**config.mk**
```make
export PLATFORM = sky130hd
export DESIGN_NAME = thsc_pipe_ctrl
export DESIGN_NICKNAME = d
export VERILOG_FILES = /design/src/sv/thsc_pkg.sv /design/src/sv/thsc_pipe_ctrl.sv
export SDC_FILE = /design/constraint.sdc
export NUM_CORES = 1
export LEC_CHECK = 0
export ABC_AREA = 1
export BUFFER_PORTS_ARGS = -buffer_cell sky130_fd_sc_hd__buf_2
export CORE_AREA = 2 2 39 41
export CTS_CLUSTER_SIZE = 12
export DETAILED_ROUTE_END_ITERATION = 10
export DIE_AREA = 0 0 41 43
export PLACE_DENSITY = 0.7
export SLEW_MARGIN = 0
export SYNTH_ARGS = -nofsm -noshare
export SYNTH_HDL_FRONTEND = slang
export SYNTH_SLANG_ARGS = --single-unit
export TNS_END_PERCENT = 5
```
**constraint.sdc**
```tcl
create_clock -name clk -period 1.6 [get_ports clk]
set_clock_uncertainty 0.05 [all_clocks]
set_input_delay 0.24 -clock clk [delete_from_list [all_inputs] [get_ports clk]]
set_output_delay 0.24 -clock clk [all_outputs]
set_load 0.05 [all_outputs]
```
**src/sv/thsc_pkg.sv**
```systemverilog
// Shared types, constants and helper functions for the temperature/humidity
// compensation pipeline. No dependencies; imported by every other file.
`default_nettype none

package thsc_pkg;

    localparam int STAGES = 11;
    localparam int TEMP_STAGES = 3;
    localparam int HUM_STAGES = STAGES - TEMP_STAGES;

    localparam int TEMP_RAW_W = 20;
    localparam int HUM_RAW_W = 16;
    localparam int TEMP_OUT_W = 32;
    localparam int HUM_OUT_W = 17;
    localparam int S_DATA_W = 40;
    localparam int M_DATA_W = 56;
    localparam int CFG_IDX_W = 3;
    localparam int CFG_DATA_W = 16;

    localparam logic [31:0] HUM_ZERO_POINT = 32'd76800;
    localparam logic [31:0] HUM_CLAMP_MAX = 32'd419430400;
    localparam logic [31:0] HUM_ROUND_A = 32'd16384;
    localparam logic [31:0] HUM_OFFSET_E = 32'd2097152;
    localparam logic [31:0] HUM_ROUND_F = 32'd8192;
    localparam logic [31:0] HUM_OFFSET_C = 32'd32768;
    localparam logic [31:0] TEMP_ROUND = 32'd128;

    typedef enum logic [CFG_IDX_W-1:0] {
        CFG_TEMP_TRIM_1 = 3'd0,
        CFG_TEMP_TRIM_2 = 3'd1,
        CFG_TEMP_TRIM_3 = 3'd2,
        CFG_HUM_TRIM_BYTES = 3'd3,
        CFG_HUM_TRIM_2 = 3'd4,
        CFG_HUM_TRIM_4 = 3'd5,
        CFG_HUM_TRIM_5 = 3'd6,
        CFG_HUM_TRIM_6 = 3'd7
    } cfg_idx_t;

    typedef struct packed {
        logic [15:0] temp_trim_1;
        logic [15:0] temp_trim_2;
        logic [15:0] temp_trim_3;
        logic [15:0] hum_trim_bytes;
        logic [15:0] hum_trim_2;
        logic [15:0] hum_trim_4;
        logic [15:0] hum_trim_5;
        logic [7:0]  hum_trim_6;
    } cfg_t;

    // per-stage load enables from the pipeline control
    typedef struct packed {
        logic [STAGES-1:0] en;
    } pipe_ctl_t;

    function automatic logic [31:0] asr32(input logic [31:0] x, input logic [4:0] n);
        logic signed [31:0] xs;
        begin
            xs = $signed(x);
            return 32'(xs >>> n);
        end
    endfunction

    // wrapping 32-bit multiply, low word only
    function automatic logic [31:0] mul32(input logic [31:0] a, input logic [31:0] b);
        logic [31:0] p;
        begin
            p = a * b;
            return p;
        end
    endfunction

    function automatic logic [31:0] sext16(input logic [15:0] v);
        return {{16{v[15]}}, v};
    endfunction

    function automatic logic [31:0] sext8(input logic [7:0] v);
        return {{24{v[7]}}, v};
    endfunction

endpackage

`default_nettype wire

```
**src/sv/thsc_pipe_ctrl.sv**
```systemverilog
// Valid bits and per-stage load enables for the compensation pipeline.
// Depends on thsc_pkg.
`default_nettype none

module thsc_pipe_ctrl
    import thsc_pkg::*;
(
    input  wire logic clk,
    input  wire logic rst_n,
    input  wire logic s_tvalid,
    output logic      s_tready,
    output logic      m_tvalid,
    input  wire logic m_tready,
    output pipe_ctl_t ctl
);

    logic [STAGES-1:0] valid_reg;
    logic [STAGES-1:0] valid_next;
    logic [STAGES-1:0] en;

    // a stage loads when it is empty or its contents move on; bubbles collapse
    always_comb
    begin
        en[STAGES-1] = !valid_reg[STAGES-1] || m_tready;
        for (int k = STAGES - 2; k >= 0; k--)
            en[k] = !valid_reg[k] || en[k+1];
    end

    always_comb
    begin
        valid_next = valid_reg;
        if (en[0])
            valid_next[0] = s_tvalid;
        for (int k = 1; k < STAGES; k++)
        begin
            if (en[k])
                valid_next[k] = valid_reg[k-1];
        end
    end

    always_ff @(posedge clk or negedge rst_n)
    begin
        if (!rst_n)
            valid_reg <= '0;
        else
            valid_reg <= valid_next;
    end

    assign s_tready = en[0];
    assign m_tvalid = valid_reg[STAGES-1];
    assign ctl.en = en;

endmodule

`default_nettype wire

```
==> impl_metrics.tcl <==
set metrics [dict create \
    outcome "complete, but fails checks" \
    violations "setup timing" \
    grt_first_pass_wirelength_mm 1.35 \
    grt_overflow_total 0 \
    timing.fmax_ghz 0.554 \
    cts_tree "done" \
    synth.distinct_cells 10 \
    timing.final.ws_setup_ns -0.204 \
    fin_area_sq_um 716 \
    setup_violations 7 \
    end_kind "primary output" \
    vias 370 \
    crit_arrival_ns 1.51 \
    max-slew-margin-rel 0.834 \
    synth.area.top_cells "dfrtp_1, inv_1, nand2_1" \
    gp_congestion 0.679 \
    path_class "reg2out" \
    totalPowerFinal_mw 1.17 \
    grt_usage 0.122 \
    ys_warn_count 0 \
    avgSynthCellArea_sq_um 10.5 \
    synthDominantCellAreaShare 0.570 \
    port_buffers 16 \
    drt-pass1-iter-count 4 \
    grt_max_degree 12 \
    ir_worst_vdd_v 0.000691 \
    largest_register_ffs 11 \
    min_path_type "in2reg" \
    setup_tns_ns -0.861 \
    max_cap_viol_count 0 \
    vias_per_cell 4.30 \
    synthArstFlopShare 1.00 \
    initial_utilization 0.349 \
    wl_per_cell_um 9.76 \
    powerDensity_nw_per_um2 1630 \
    worstMarginPinSlew_ns 0.250 \
    p_leak_nw 0.368 \
    synth_area_leader_cell "dfrtp_1" \
    critPathLaunchType "register" \
    period_minus_slack_ns 1.80 \
    drv_slew 0 \
    layout-drive-gt1-share 0.457 \
    crit_required_ns 1.31 \
    clock_sinks 11 \
    min_period_over_period 1.13 \
    routed_wl_um 839 \
    drc 0 \
    die_h_um 43 \
    fin_util 0.517 \
    synth_flop_cell "dfrtp_1" \
    core_area_sq_um 1380 \
    cts_buffer_depth 2 \
    rsz0062_at_grt "yes" \
    root_buffer "clkbuf_4" \
    synth.net_count 50 \
    ys_top_cells_by_count "inv_1, nand2_1, dfrtp_1" \
    drt_first_iter_violations 4 \
    synth-edff-count 0 \
    holdWs_ns 0.101 \
    ant_nets 0 \
    netlist_instances 46 \
    rows 14 \
    dpl.hpwl_um 605 \
    hold_viol 0 \
    grt_pass1_vias 311 \
    cts_buffers 3 \
    dieArea_sq_um 1760 \
    insertion_delay_ns 0.27 \
    antenna_found_initial 0 \
    seq_area_frac_synth 0.570 \
    pin_count 17 \
    die_x_um 41 \
    antenna_cells 0 \
    placed_area_sq_um 608 \
    cts.clk_slew.worst_paths_ns 0.07 \
    ctsHtreeMaxLevel 1 \
    synth-seq-cells 11 \
    syn_to_final_growth_pct 48.2 \
    nets 75 \
    crit_fanout 5 \
    synthesis.area_sq_um 483 \
]
## critical path, cell delays in order, from the launching register on
cell and delay [ns]:
dfrtp_2 0.40, nand4_4 0.12, nor2_4 0.12, nand4_4 0.10, nor2_4 0.18, nand4_4 0.14
buf_8 0.18
## power breakdown
part           internal, mW  switching [mW]  total [mW]
logic                 0.208           0.378       0.587
clock network        0.0967          0.0903       0.187
registers             0.335          0.0578       0.393
total                 0.641           0.527        1.17
## cell usage in the layout (no fill, tap or decap)
cell type      synthesis  final
buf_4                  1      4
nand3_1                2      2
inv_1                 12     12
clkbuf_1               0      1
buf_6                  0      7
buf_2                  0      7
dlygate4sd3_1          0      1
or2_2                  2      2
clkbuf_4               0      3
nand2_1               12     12
dfrtp_1               11     10
buf_8                  0      2
nand4_4                2      3
nand3_2                1      1
nor2_4                 2      2
dfrtp_2                0      1
## metrics by stage
stage	setup WS (ns)	std cells
floorplan	-0.751	46
global placement	-0.0320	80
detailed placement	-0.0449	80
CTS	-0.220	86
global route	-0.298	86
finish	-0.204	86
## final timing paths
path / startpoint / endpoint / slack (ns) / cells after the start
min in group asynchronous: rst_n / valid_reg[8] / 0.31 / 2
max in group asynchronous: rst_n / valid_reg[10] / 0.98 / 2
hold / removal: s_tvalid / valid_reg[0] / 0.10 / 3
setup reg to reg: valid_reg[10] / valid_reg[0] / 0.35 / 6
setup / recovery: valid_reg[10] / s_tready / -0.20 / 6
hold reg to reg: valid_reg[7] / valid_reg[8] / 0.45 / 2
## cells by family after synthesis
kind of cell,share of synthesized area
DFF,0.570
and+or+nand+nor,0.321
buffers and inverters,0.109
## metal layers
layer / share of wire / wire length (um) / vias up / GRT usage
met4: 0.038 / 32 / 0 / 0.100
met1: 0.43 / 361 / 167 / 0.149
met3: 0.074 / 62 / 3 / 0.0366
met2: 0.46 / 383 / 16 / 0.169
li1: - / - / 184 / -
met5: 0 / 0 / - / 0
## layout make-up
class / count / area (sq um)
fill: 138 / 668
sequential: 11 / 277
timing repair buffer: 21 / 184
multi-input combinational: 22 / 164
inverter: 12 / 45.0
clock buffer: 4 / 26.3
tap: 16 / 20.0
## what timing repair did
| action | CTS | global route |
|---|---|---|
| setup buffers | 1 | 0 |
| endpoints found under the setup margin | 9 | 9 |
| hold endpoints to repair | 11 | 0 |
| gates resized for setup | 18 | 3 |
| pin swaps | 3 | 0 |
| hold buffers | 1 | 0 |
(Power assumes the default switching activity.)
