**src/sv/thsc_pkg.sv**
```systemverilog
// Shared types, constants and helper functions for the temperature/humidity
// compensation pipeline. No dependencies; imported by every other file.
`default_nettype none

package thsc_pkg;

    localparam int STAGES = 11;
    localparam int TEMP_STAGES = 3;
    localparam int HUM_STAGES = STAGES - TEMP_STAGES;

    localparam int TEMP_RAW_W = 20;
    localparam int HUM_RAW_W = 16;
    localparam int TEMP_OUT_W = 32;
    localparam int HUM_OUT_W = 17;
    localparam int S_DATA_W = 40;
    localparam int M_DATA_W = 56;
    localparam int CFG_IDX_W = 3;
    localparam int CFG_DATA_W = 16;

    localparam logic [31:0] HUM_ZERO_POINT = 32'd76800;
    localparam logic [31:0] HUM_CLAMP_MAX = 32'd419430400;
    localparam logic [31:0] HUM_ROUND_A = 32'd16384;
    localparam logic [31:0] HUM_OFFSET_E = 32'd2097152;
    localparam logic [31:0] HUM_ROUND_F = 32'd8192;
    localparam logic [31:0] HUM_OFFSET_C = 32'd32768;
    localparam logic [31:0] TEMP_ROUND = 32'd128;

    typedef enum logic [CFG_IDX_W-1:0] {
        CFG_TEMP_TRIM_1 = 3'd0,
        CFG_TEMP_TRIM_2 = 3'd1,
        CFG_TEMP_TRIM_3 = 3'd2,
        CFG_HUM_TRIM_BYTES = 3'd3,
        CFG_HUM_TRIM_2 = 3'd4,
        CFG_HUM_TRIM_4 = 3'd5,
        CFG_HUM_TRIM_5 = 3'd6,
        CFG_HUM_TRIM_6 = 3'd7
    } cfg_idx_t;

    typedef struct packed {
        logic [15:0] temp_trim_1;
        logic [15:0] temp_trim_2;
        logic [15:0] temp_trim_3;
        logic [15:0] hum_trim_bytes;
        logic [15:0] hum_trim_2;
        logic [15:0] hum_trim_4;
        logic [15:0] hum_trim_5;
        logic [7:0]  hum_trim_6;
    } cfg_t;

    // per-stage load enables from the pipeline control
    typedef struct packed {
        logic [STAGES-1:0] en;
    } pipe_ctl_t;

    function automatic logic [31:0] asr32(input logic [31:0] x, input logic [4:0] n);
        logic signed [31:0] xs;
        begin
            xs = $signed(x);
            return 32'(xs >>> n);
        end
    endfunction

    // wrapping 32-bit multiply, low word only
    function automatic logic [31:0] mul32(input logic [31:0] a, input logic [31:0] b);
        logic [31:0] p;
        begin
            p = a * b;
            return p;
        end
    endfunction

    function automatic logic [31:0] sext16(input logic [15:0] v);
        return {{16{v[15]}}, v};
    endfunction

    function automatic logic [31:0] sext8(input logic [7:0] v);
        return {{24{v[7]}}, v};
    endfunction

endpackage

`default_nettype wire

```
**src/sv/thsc_cfg_regs.sv**
```systemverilog
// Calibration register file written through the plain write port.
// Depends on thsc_pkg.
`default_nettype none

module thsc_cfg_regs
    import thsc_pkg::*;
(
    input  wire logic                  clk,
    input  wire logic                  rst_n,
    input  wire logic                  cfg_wr_en,
    input  wire logic [CFG_IDX_W-1:0]  cfg_index,
    input  wire logic [CFG_DATA_W-1:0] cfg_wdata,
    output cfg_t                       cfg
);

    cfg_t cfg_reg;
    cfg_t cfg_next;

    always_comb
    begin
        cfg_next = cfg_reg;
        if (cfg_wr_en)
        begin
            unique case (cfg_idx_t'(cfg_index))
                CFG_TEMP_TRIM_1:    cfg_next.temp_trim_1 = cfg_wdata;
                CFG_TEMP_TRIM_2:    cfg_next.temp_trim_2 = cfg_wdata;
                CFG_TEMP_TRIM_3:    cfg_next.temp_trim_3 = cfg_wdata;
                CFG_HUM_TRIM_BYTES: cfg_next.hum_trim_bytes = cfg_wdata;
                CFG_HUM_TRIM_2:     cfg_next.hum_trim_2 = cfg_wdata;
                CFG_HUM_TRIM_4:     cfg_next.hum_trim_4 = cfg_wdata;
                CFG_HUM_TRIM_5:     cfg_next.hum_trim_5 = cfg_wdata;
                CFG_HUM_TRIM_6:     cfg_next.hum_trim_6 = cfg_wdata[7:0];
                default:            cfg_next = cfg_reg;
            endcase
        end
    end

    always_ff @(posedge clk or negedge rst_n)
    begin
        if (!rst_n)
            cfg_reg <= '0;
        else
            cfg_reg <= cfg_next;
    end

    assign cfg = cfg_reg;

endmodule

`default_nettype wire

```
**config.mk**
```make
export PLATFORM = sky130hd
export DESIGN_NAME = thsc_cfg_regs
export DESIGN_NICKNAME = d
export VERILOG_FILES = /design/src/sv/thsc_pkg.sv /design/src/sv/thsc_cfg_regs.sv
export SDC_FILE = /design/constraint.sdc
export NUM_CORES = 1
export LEC_CHECK = 0
export BUFFER_PORTS_ARGS = -buffer_cell sky130_fd_sc_hd__buf_4
export CORE_ASPECT_RATIO = 0.6
export CORE_MARGIN = 2
export CORE_UTILIZATION = 43
export CTS_CLUSTER_DIAMETER = 60
export DETAILED_ROUTE_END_ITERATION = 6
export PLACE_DENSITY = 0.75
export SYNTH_ARGS = -nofsm -noshare
export SYNTH_HDL_FRONTEND = slang
export SYNTH_SLANG_ARGS = --single-unit
```
**constraint.sdc**
```tcl
create_clock -name clk -period 0.9 [get_ports clk]
set_input_delay 0.09 -clock clk [delete_from_list [all_inputs] [get_ports clk]]
set_output_delay 0.09 -clock clk [all_outputs]
set_load 0.05 [all_outputs]
```
==> run metrics <==
RSZ-0062 raised after global routing true; hpwl dp 8.22 mm; Core ar. 0.0105 mm^2; Startpoint Class flop; Layout Skew 0 ns; Clock Path Buffers 2; crit-path max FO 2; Hold WC Path Type input port to flop; failing checks negative setup slack; pwr/cell area 3120 mW/mm^2; share of the synthesized area in the top cell type 65.1%; synth-to-layout area growth 73.7%; CP Cell Sequence buf_6; Crit Path Class flop to primary output; Yosys Warn Count 0; Port Buffers 141; commonest non-fill, non-tap cell in the layout buf_6; Max Cap Viol 0; htree depth 4; WP data required 0.81 ns; syn nets 284; Crit-path slowest cell dfrtp_1; worst hold path startpoint cfg_wdata[3]; Syn Std Cell Area approximately 0.0046 mm^2; Inst Count DP about 550; Die H 84.2 um; Leak 3.81 nW; Hold Fails Final Rpt 0; RePlAce Congestion 0.801; Reg2Reg Setup Slack -0.04 ns; Rows 29; Die W 138 um; max FFs per register 120; Tmin final approximately 1.1 ns; relative max-transition margin between 80% and 90%; DRC Markers 0; layout cells sized above 1 78.5%; largest cells by area after synthesis dfrtp_1 65%, mux2_2 27%, mux2_4 3.3%, buf_6 1.2%, nand4b_2 0.98%; Critical Path Max Stage Delay 0.42 ns; gr usage total 23.9%; DRT Pass-1 Iters 4; FILL cells 628; CP Capture Type primary output; Root Driver clkbuf_16; post-synthesis sequential area ratio between 60% and 70%; mean post-synth cell area between 15 and 20 um^2; Antenna Cells 0; Slew Viols, Final 0; FF-to-FF End cfg[93]; WHS Path Cells 2; number of global-route vias before repair 3528; Synth Instances around 260; largest net degree at the start of global routing 36; Congestion Overflow GR 0; Max VDD drop 2.08 mV; latest clock arrival within the worst-skew pair 0.40 ns; fin nets roughly 520; Setup TNS -19.02 ns; Clk pin slew, worst setup/hold paths roughly 0.060 ns; Worst Hold Path EP cfg[107]; Ports 142; Tightest Pin Transition around 0.29 ns; status complete, but fails checks; delay-heaviest family, CP flip-flops; commonest non-fill, non-tap cells in the layout 154 x buf_6, 94 x dfrtp_1, 64 x mux2_4, 57 x buf_4, 56 x mux2_2; Starting DRT DRC Count 111; # clock sinks 120; Avg WL per Cell approximately 20 um; RR Startpoint cfg[93]; reg2reg path depth 2; DR vias 3168; Final period util 120%; Routed Wire Length 13.3 mm; Initial Utilization 44.0%; FF+latch count, synth 120; final setup vio count 154; first-pass GRT wire length 20.2 mm; Vias/cell 4.87; antenna violations before repair 0; Cell variety after synth 11; Final WS setup -0.182 ns; Die ar. 0.0116 mm^2; cell taking the most area after synthesis dfrtp_1; non-filler cells, final 651; Worst EP arrival a little under 1 ns; fmax 0.924 GHz; Detail Route Antenna Nets 0; Num CTS Buffers 17; Buf+Inv Stages, Crit Path 1; clock tree from TritonCTS built; final core occ 76.4%
synthesized netlist by cell type:
library cell and instances:
buf_2 7, nor4b_4 1, mux2_2 110, buf_8 1, nand4_1 1, buf_4 1, mux2_4 10, nor4bb_1 3
buf_6 5, nand4b_2 3, dfrtp_1 120
layer usage:
layer	routed length, um	GRT usage [%]	vias up	share of wire, %
met3	745	8.21	11	5.6
li1	-	-	1417	-
met1	5840	31.7	1650	44
met2	6620	37.9	90	50
met4	99	6.19	0	0.74
met5	0	0	-	0
repair_timing:
item,in CTS,in global routing
gates resized for setup,123,41
endpoints found under the hold margin,202,0
pin swaps,0,2
setup buffers,36,28
hold buffers,13,0
setup endpoints to repair,120,165
per-stage QoR:
stage / setup slack [ns] / hold WS, ns / area, um^2 / power, mW
floorplan: -0.401 / -0.206 / 4880 / 13.1
CTS: -0.192 / 0.0124 / 7730 / 24.5
global route: -0.220 / 0.0161 / 8010 / 25.9
detailed placement: -0.413 / -0.00473 / 6260 / 15.8
finish: -0.182 / 0.0218 / 8010 / 25.0
global placement: -0.384 / -0.00472 / 6260 / 15.7
how the worst max path moves through the flow:
stage	startpoint	end	slack, ns	cells past startpoint
after floorplan	cfg_index[1]	cfg[110]	-0.40	4
after global placement	cfg_index[1]	cfg[116]	-0.38	4
after detailed placement	cfg_index[0]	cfg[44]	-0.41	4
after CTS	cfg[52]	cfg[52]	-0.19	1
after global routing	cfg[85]	cfg[85]	-0.22	1
final	cfg[80]	cfg[80]	-0.18	1
logic make-up (layout without fill, tap and decap cells):
kind of cell           Yosys count  after routing  synth area share [%]
and+or+nand+nor                  8              8                  2.28
buffers and inverters           14            264                  2.47
DFF                            120            120                  65.1
muxes                          120            120                  30.1
final cells by class:
| cell class | count | area, um^2 | share of cell area (%) |
|---|---|---|---|
| repair buffers | 232 | 2450 | 30.6 |
| multi-input cells | 128 | 1740 | 21.7 |
| clock inverters | 13 | 179 | 2.23 |
| flip-flops and latches | 120 | 3040 | 37.9 |
| clock buffers | 19 | 433 | 5.40 |
| well taps | 139 | 174 | 2.17 |
report_power, final:
part | internal [mW] | total [mW] | switching, mW | leakage (nW)
clock | 4.61 | 7.07 | 2.46 | 0.289
sequential | 6.65 | 7.69 | 1.04 | 1.41
combinational | 4.48 | 10.2 | 5.73 | 2.11
total | 15.7 | 25.0 | 9.23 | 3.81
Note: power is estimated with default switching activity, not from simulation.
