$ cat config.mk
export PLATFORM = sky130hd
export DESIGN_NAME = thsc_temp_path
export DESIGN_NICKNAME = d
export VERILOG_FILES = /design/src/sv/thsc_pkg.sv /design/src/sv/thsc_temp_path.sv
export SDC_FILE = /design/constraint.sdc
export NUM_CORES = 2
export LEC_CHECK = 0
export BUFFER_PORTS_ARGS = -buffer_cell sky130_fd_sc_hd__buf_2
export CAP_MARGIN = 20
export CORE_MARGIN = 2
export CORE_UTILIZATION = 25
export CTS_CLUSTER_DIAMETER = 150
export DETAILED_ROUTE_END_ITERATION = 8
export SYNTH_ARGS = -nofsm -noshare
export SYNTH_HDL_FRONTEND = slang
export SYNTH_SLANG_ARGS = --single-unit
$ cat constraint.sdc
create_clock -name clk -period 8.7 [get_ports clk]
set_input_delay 1.74 -clock clk [delete_from_list [all_inputs] [get_ports clk]]
set_output_delay 1.74 -clock clk [all_outputs]
set_load 0.01 [all_outputs]
$ cat src/sv/thsc_pkg.sv
// Shared types, constants and helper functions for the temperature/humidity
// compensation pipeline. No dependencies; imported by every other file.
`default_nettype none

package thsc_pkg;

    localparam int STAGES = 11;
    localparam int TEMP_STAGES = 3;
    localparam int HUM_STAGES = STAGES - TEMP_STAGES;

    localparam int TEMP_RAW_W = 20;
    localparam int HUM_RAW_W = 16;
    localparam int TEMP_OUT_W = 32;
    localparam int HUM_OUT_W = 17;
    localparam int S_DATA_W = 40;
    localparam int M_DATA_W = 56;
    localparam int CFG_IDX_W = 3;
    localparam int CFG_DATA_W = 16;

    localparam logic [31:0] HUM_ZERO_POINT = 32'd76800;
    localparam logic [31:0] HUM_CLAMP_MAX = 32'd419430400;
    localparam logic [31:0] HUM_ROUND_A = 32'd16384;
    localparam logic [31:0] HUM_OFFSET_E = 32'd2097152;
    localparam logic [31:0] HUM_ROUND_F = 32'd8192;
    localparam logic [31:0] HUM_OFFSET_C = 32'd32768;
    localparam logic [31:0] TEMP_ROUND = 32'd128;

    typedef enum logic [CFG_IDX_W-1:0] {
        CFG_TEMP_TRIM_1 = 3'd0,
        CFG_TEMP_TRIM_2 = 3'd1,
        CFG_TEMP_TRIM_3 = 3'd2,
        CFG_HUM_TRIM_BYTES = 3'd3,
        CFG_HUM_TRIM_2 = 3'd4,
        CFG_HUM_TRIM_4 = 3'd5,
        CFG_HUM_TRIM_5 = 3'd6,
        CFG_HUM_TRIM_6 = 3'd7
    } cfg_idx_t;

    typedef struct packed {
        logic [15:0] temp_trim_1;
        logic [15:0] temp_trim_2;
        logic [15:0] temp_trim_3;
        logic [15:0] hum_trim_bytes;
        logic [15:0] hum_trim_2;
        logic [15:0] hum_trim_4;
        logic [15:0] hum_trim_5;
        logic [7:0]  hum_trim_6;
    } cfg_t;

    // per-stage load enables from the pipeline control
    typedef struct packed {
        logic [STAGES-1:0] en;
    } pipe_ctl_t;

    function automatic logic [31:0] asr32(input logic [31:0] x, input logic [4:0] n);
        logic signed [31:0] xs;
        begin
            xs = $signed(x);
            return 32'(xs >>> n);
        end
    endfunction

    // wrapping 32-bit multiply, low word only
    function automatic logic [31:0] mul32(input logic [31:0] a, input logic [31:0] b);
        logic [31:0] p;
        begin
            p = a * b;
            return p;
        end
    endfunction

    function automatic logic [31:0] sext16(input logic [15:0] v);
        return {{16{v[15]}}, v};
    endfunction

    function automatic logic [31:0] sext8(input logic [7:0] v);
        return {{24{v[7]}}, v};
    endfunction

endpackage

`default_nettype wire

$ cat src/sv/thsc_temp_path.sv
// Temperature stages: linear and square trim terms, fine temperature.
// Depends on thsc_pkg; enables come from thsc_pipe_ctrl.
`default_nettype none

module thsc_temp_path
    import thsc_pkg::*;
(
    input  wire logic                  clk,
    input  wire cfg_t                  cfg,
    input  wire logic [TEMP_STAGES-1:0] en,
    input  wire logic [TEMP_RAW_W-1:0] temp_raw,
    input  wire logic [HUM_RAW_W-1:0]  hum_raw,
    output logic [31:0]                fine,
    output logic [31:0]                fine_ofs,
    output logic [HUM_RAW_W-1:0]       hum_raw_out
);

    logic [31:0] lin_prod_reg;
    logic [31:0] sq_reg;
    logic [31:0] v1_reg;
    logic [31:0] sq_prod_reg;
    logic [31:0] fine_reg;
    logic [31:0] fine_ofs_reg;
    logic [HUM_RAW_W-1:0] hum1_reg;
    logic [HUM_RAW_W-1:0] hum2_reg;
    logic [HUM_RAW_W-1:0] hum3_reg;

    logic [31:0] lin_arg;
    logic [31:0] diff;
    logic [31:0] fine_next;

    always_comb
    begin
        lin_arg = 32'(temp_raw >> 3) - {15'd0, cfg.temp_trim_1, 1'b0};
        diff = 32'(temp_raw >> 4) - {16'd0, cfg.temp_trim_1};
        fine_next = v1_reg + asr32(sq_prod_reg, 5'd14);
    end

    always_ff @(posedge clk)
    begin
        if (en[0])
        begin
            lin_prod_reg <= mul32(lin_arg, sext16(cfg.temp_trim_2));
            sq_reg <= mul32(diff, diff);
            hum1_reg <= hum_raw;
        end
        if (en[1])
        begin
            v1_reg <= asr32(lin_prod_reg, 5'd11);
            sq_prod_reg <= mul32(asr32(sq_reg, 5'd12), sext16(cfg.temp_trim_3));
            hum2_reg <= hum1_reg;
        end
        if (en[2])
        begin
            fine_reg <= fine_next;
            fine_ofs_reg <= fine_next - HUM_ZERO_POINT;
            hum3_reg <= hum2_reg;
        end
    end

    assign fine = fine_reg;
    assign fine_ofs = fine_ofs_reg;
    assign hum_raw_out = hum3_reg;

endmodule

`default_nettype wire

==> metrics <==
number of global-route vias before repair=27200; CTS max path bufs=2; DIE HEIGHT=385 um; status=finished with violations; max FFs per register=22; Async SR Flop Fraction=0%; layout cell share with drive strength beyond 1=18.0%; row count=139; IO Pins=240; Post-layout nets=5386; critical path fanouts, max=6; Top cell by count, worst path=fa_1; DRT Pass-1 Iters=7; Pins Over Slew Limit=0; Worst Skew=21.6 ps; # setup viols final=16; Place WS=-1270 ps; Post-synth EDFFs=163; Seq/Total Area, Yosys=13.5%; syn nets=4960; met1 usage=17.0%; distinct cell type count after synthesis=71; RSZ-0062 raised after global routing=yes; Via Count=25300; WL per Instance=14.6 um; max_slew headroom=38.0%; Synth Instances=3707; Worst R2R Start=sq_reg[18]; post-synthesis cell area=36300 sq um; CP Capture Type=flip-flop; final hold slack=409 ps; grt met3 use=1.42%; pin count of the biggest net entering global routing=58; R2R setup slack=1640 ps; CTS root buf=clkbuf_16; Critical-path top delay cell=fa_1; Area Overhead vs Synth=20.2%; effective utilization at floorplan=25.2%; CP startpoint=temp_raw[4]; Final min period=9020 ps; Sink Count=163; max cap viols=0; CTS tree=built; core area=144000 sq um; CP peak stage delay=540 ps; Worst setup SP type=input port; routability congestion estimate=0.831; worst min-delay path class=reg2reg; number of remaining DRC errors=0; final worst slack=-315 ps; Final HPWL DP=75800 um; WL final=88600 um; crit path kind=in2reg; fillers=15000; CP Capture Point=sq_reg[29]; failing checks=negative setup slack; CP arrival=9220 ps; worst r2r path cells=23; CTS buffer count=17; chip width=385 um; H-tree depth=4; multi-input logic area=27800 sq um; synthesized flop and latch total=163; die area=148000 sq um; final hold violation count=0; worst-margin pin slew=930 ps; Final Cycle Share=104%; highest clock rate=111 MHz; # port buffers=164; Reg area=4890 sq um; DRT antenna net count=0; yosys warns=0; initial antenna violation count=16; clock slew at reported path FFs=70 ps; Detailed Route Iter0 Violations=1136; Avg Cell Area, Syn=9.80 sq um; Most Crowded Layer GR=met2; clock latency on the worst-skew pair=480 ps; RR Endpoint=sq_prod_reg[30]; GR Overflow Total=0; Worst EP required=8910 ps; vias per inst=4.18; GRT Util Overall=12.5%; GR Layer Usage met2=21.3%; top_reg_cell synth=edfxtp_1; first-pass GRT wire length=146000 um
Yosys cell counts (37+ instances only):
cell type	instances	area, sq um
a21oi_1	59	295
and2_1	225	1410
clkbuf_1	119	447
edfxtp_1	163	4890
fa_1	816	16300
ha_1	277	3470
inv_1	994	3730
nand2_1	459	1720
nand2b_1	37	231
nor2_1	112	420
xnor2_1	97	850
xor2_1	41	359
metrics by stage:
stage               cell area, sq um  instances  util, %  TNS (ps)
global placement               42000       5982     29.2    -23860
CTS                            43300       6043     30.1     -2390
detailed placement             42000       5982     29.2    -25140
global route                   43700       6050     30.3     -8850
finish                         43700       6050     30.3     -2900
floorplan                      36600       3707        -     -2450
routing by layer:
| metal | vias to the layer above | routed length [um] |
|---|---|---|
| met5 | - | 51 |
| met4 | 8 | 1250 |
| met3 | 88 | 3710 |
| met2 | 541 | 43800 |
| met1 | 12900 | 39800 |
| li1 | 11700 | - |
layout make-up:
class	count	share of cell area (%)
diodes	1	0.00573
well taps	1903	5.45
clock buffers	17	0.974
clock inverters	15	0.404
multi-input cells	2394	63.8
repair buffers	560	9.52
flip-flops and latches	163	11.2
inverters	997	8.67
logic make-up (layout without fill, tap and decap cells):
| kind of cell | count (synthesis) | after routing | share of synthesized area, % |
|---|---|---|---|
| AOI/OAI and AO/OA | 217 | 217 | 4.10 |
| xor gates and xnor gates | 140 | 140 | 3.43 |
| adders and majority gates | 1093 | 1093 | 54.5 |
| buffers and inverters | 1150 | 1589 | 12.2 |
| DFF | 163 | 163 | 13.5 |
| muxes | 3 | 3 | 0.0861 |
| other | 0 | 1 | 0 |
| and+or+nand+nor | 941 | 941 | 12.2 |
critical path: cells and delay by family:
kind                     cells  cell delay [ps]
buffers and inverters        9              970
AO/OA/AOI/OAI                7             1500
XOR/XNOR                     2              380
adder cells (fa/ha/maj)      9             3690
AND/OR/NAND/NOR              7              900
how the worst min path moves through the flow:
stage / startpoint / to / slack (ps) / depth (start not counted)
2_1_floorplan: hum1_reg[0] / hum2_reg[0] / 400 / 0
4_1_cts: lin_prod_reg[11] / v1_reg[0] / 410 / 0
3_3_place_gp: hum2_reg[8] / hum_raw_out[8] / 400 / 0
3_5_place_dp: lin_prod_reg[11] / v1_reg[0] / 400 / 0
6_report: lin_prod_reg[11] / v1_reg[0] / 410 / 0
5_1_grt: lin_prod_reg[11] / v1_reg[0] / 420 / 0
cells in the final DEF (no fill, tap or decap), types with 6 or more instances in the layout:
master,n
a21o_1,28
a21oi_1,46
a21oi_2,10
a31oi_1,6
and2_1,220
and3_1,9
buf_12,17
buf_2,161
buf_4,355
buf_6,24
clkbuf_16,17
clkinvlp_4,6
edfxtp_1,163
fa_1,807
fa_2,9
ha_1,262
ha_4,14
inv_1,968
inv_2,20
inv_8,6
nand2_1,448
nand2_2,7
nand2b_1,36
nand3_1,15
nand4_1,8
nor2_1,101
nor2_4,6
nor2b_1,28
nor3_1,23
o21a_1,23
o21ai_0,26
o21ai_1,7
o21bai_1,8
o31a_1,6
or3_1,6
xnor2_1,83
xnor2_2,11
xor2_1,32
xor2_2,6
repair_timing:
action	in CTS	in global routing
pin swaps	60	33
resized for setup	93	56
cloned	1	0
hold buffers	0	0
setup buffers	36	14
endpoints found under the setup margin	21	29
Power is left out: the tool's default activity adds up to more than one toggle a clock period on the data nets, which glitch-free logic cannot reach.
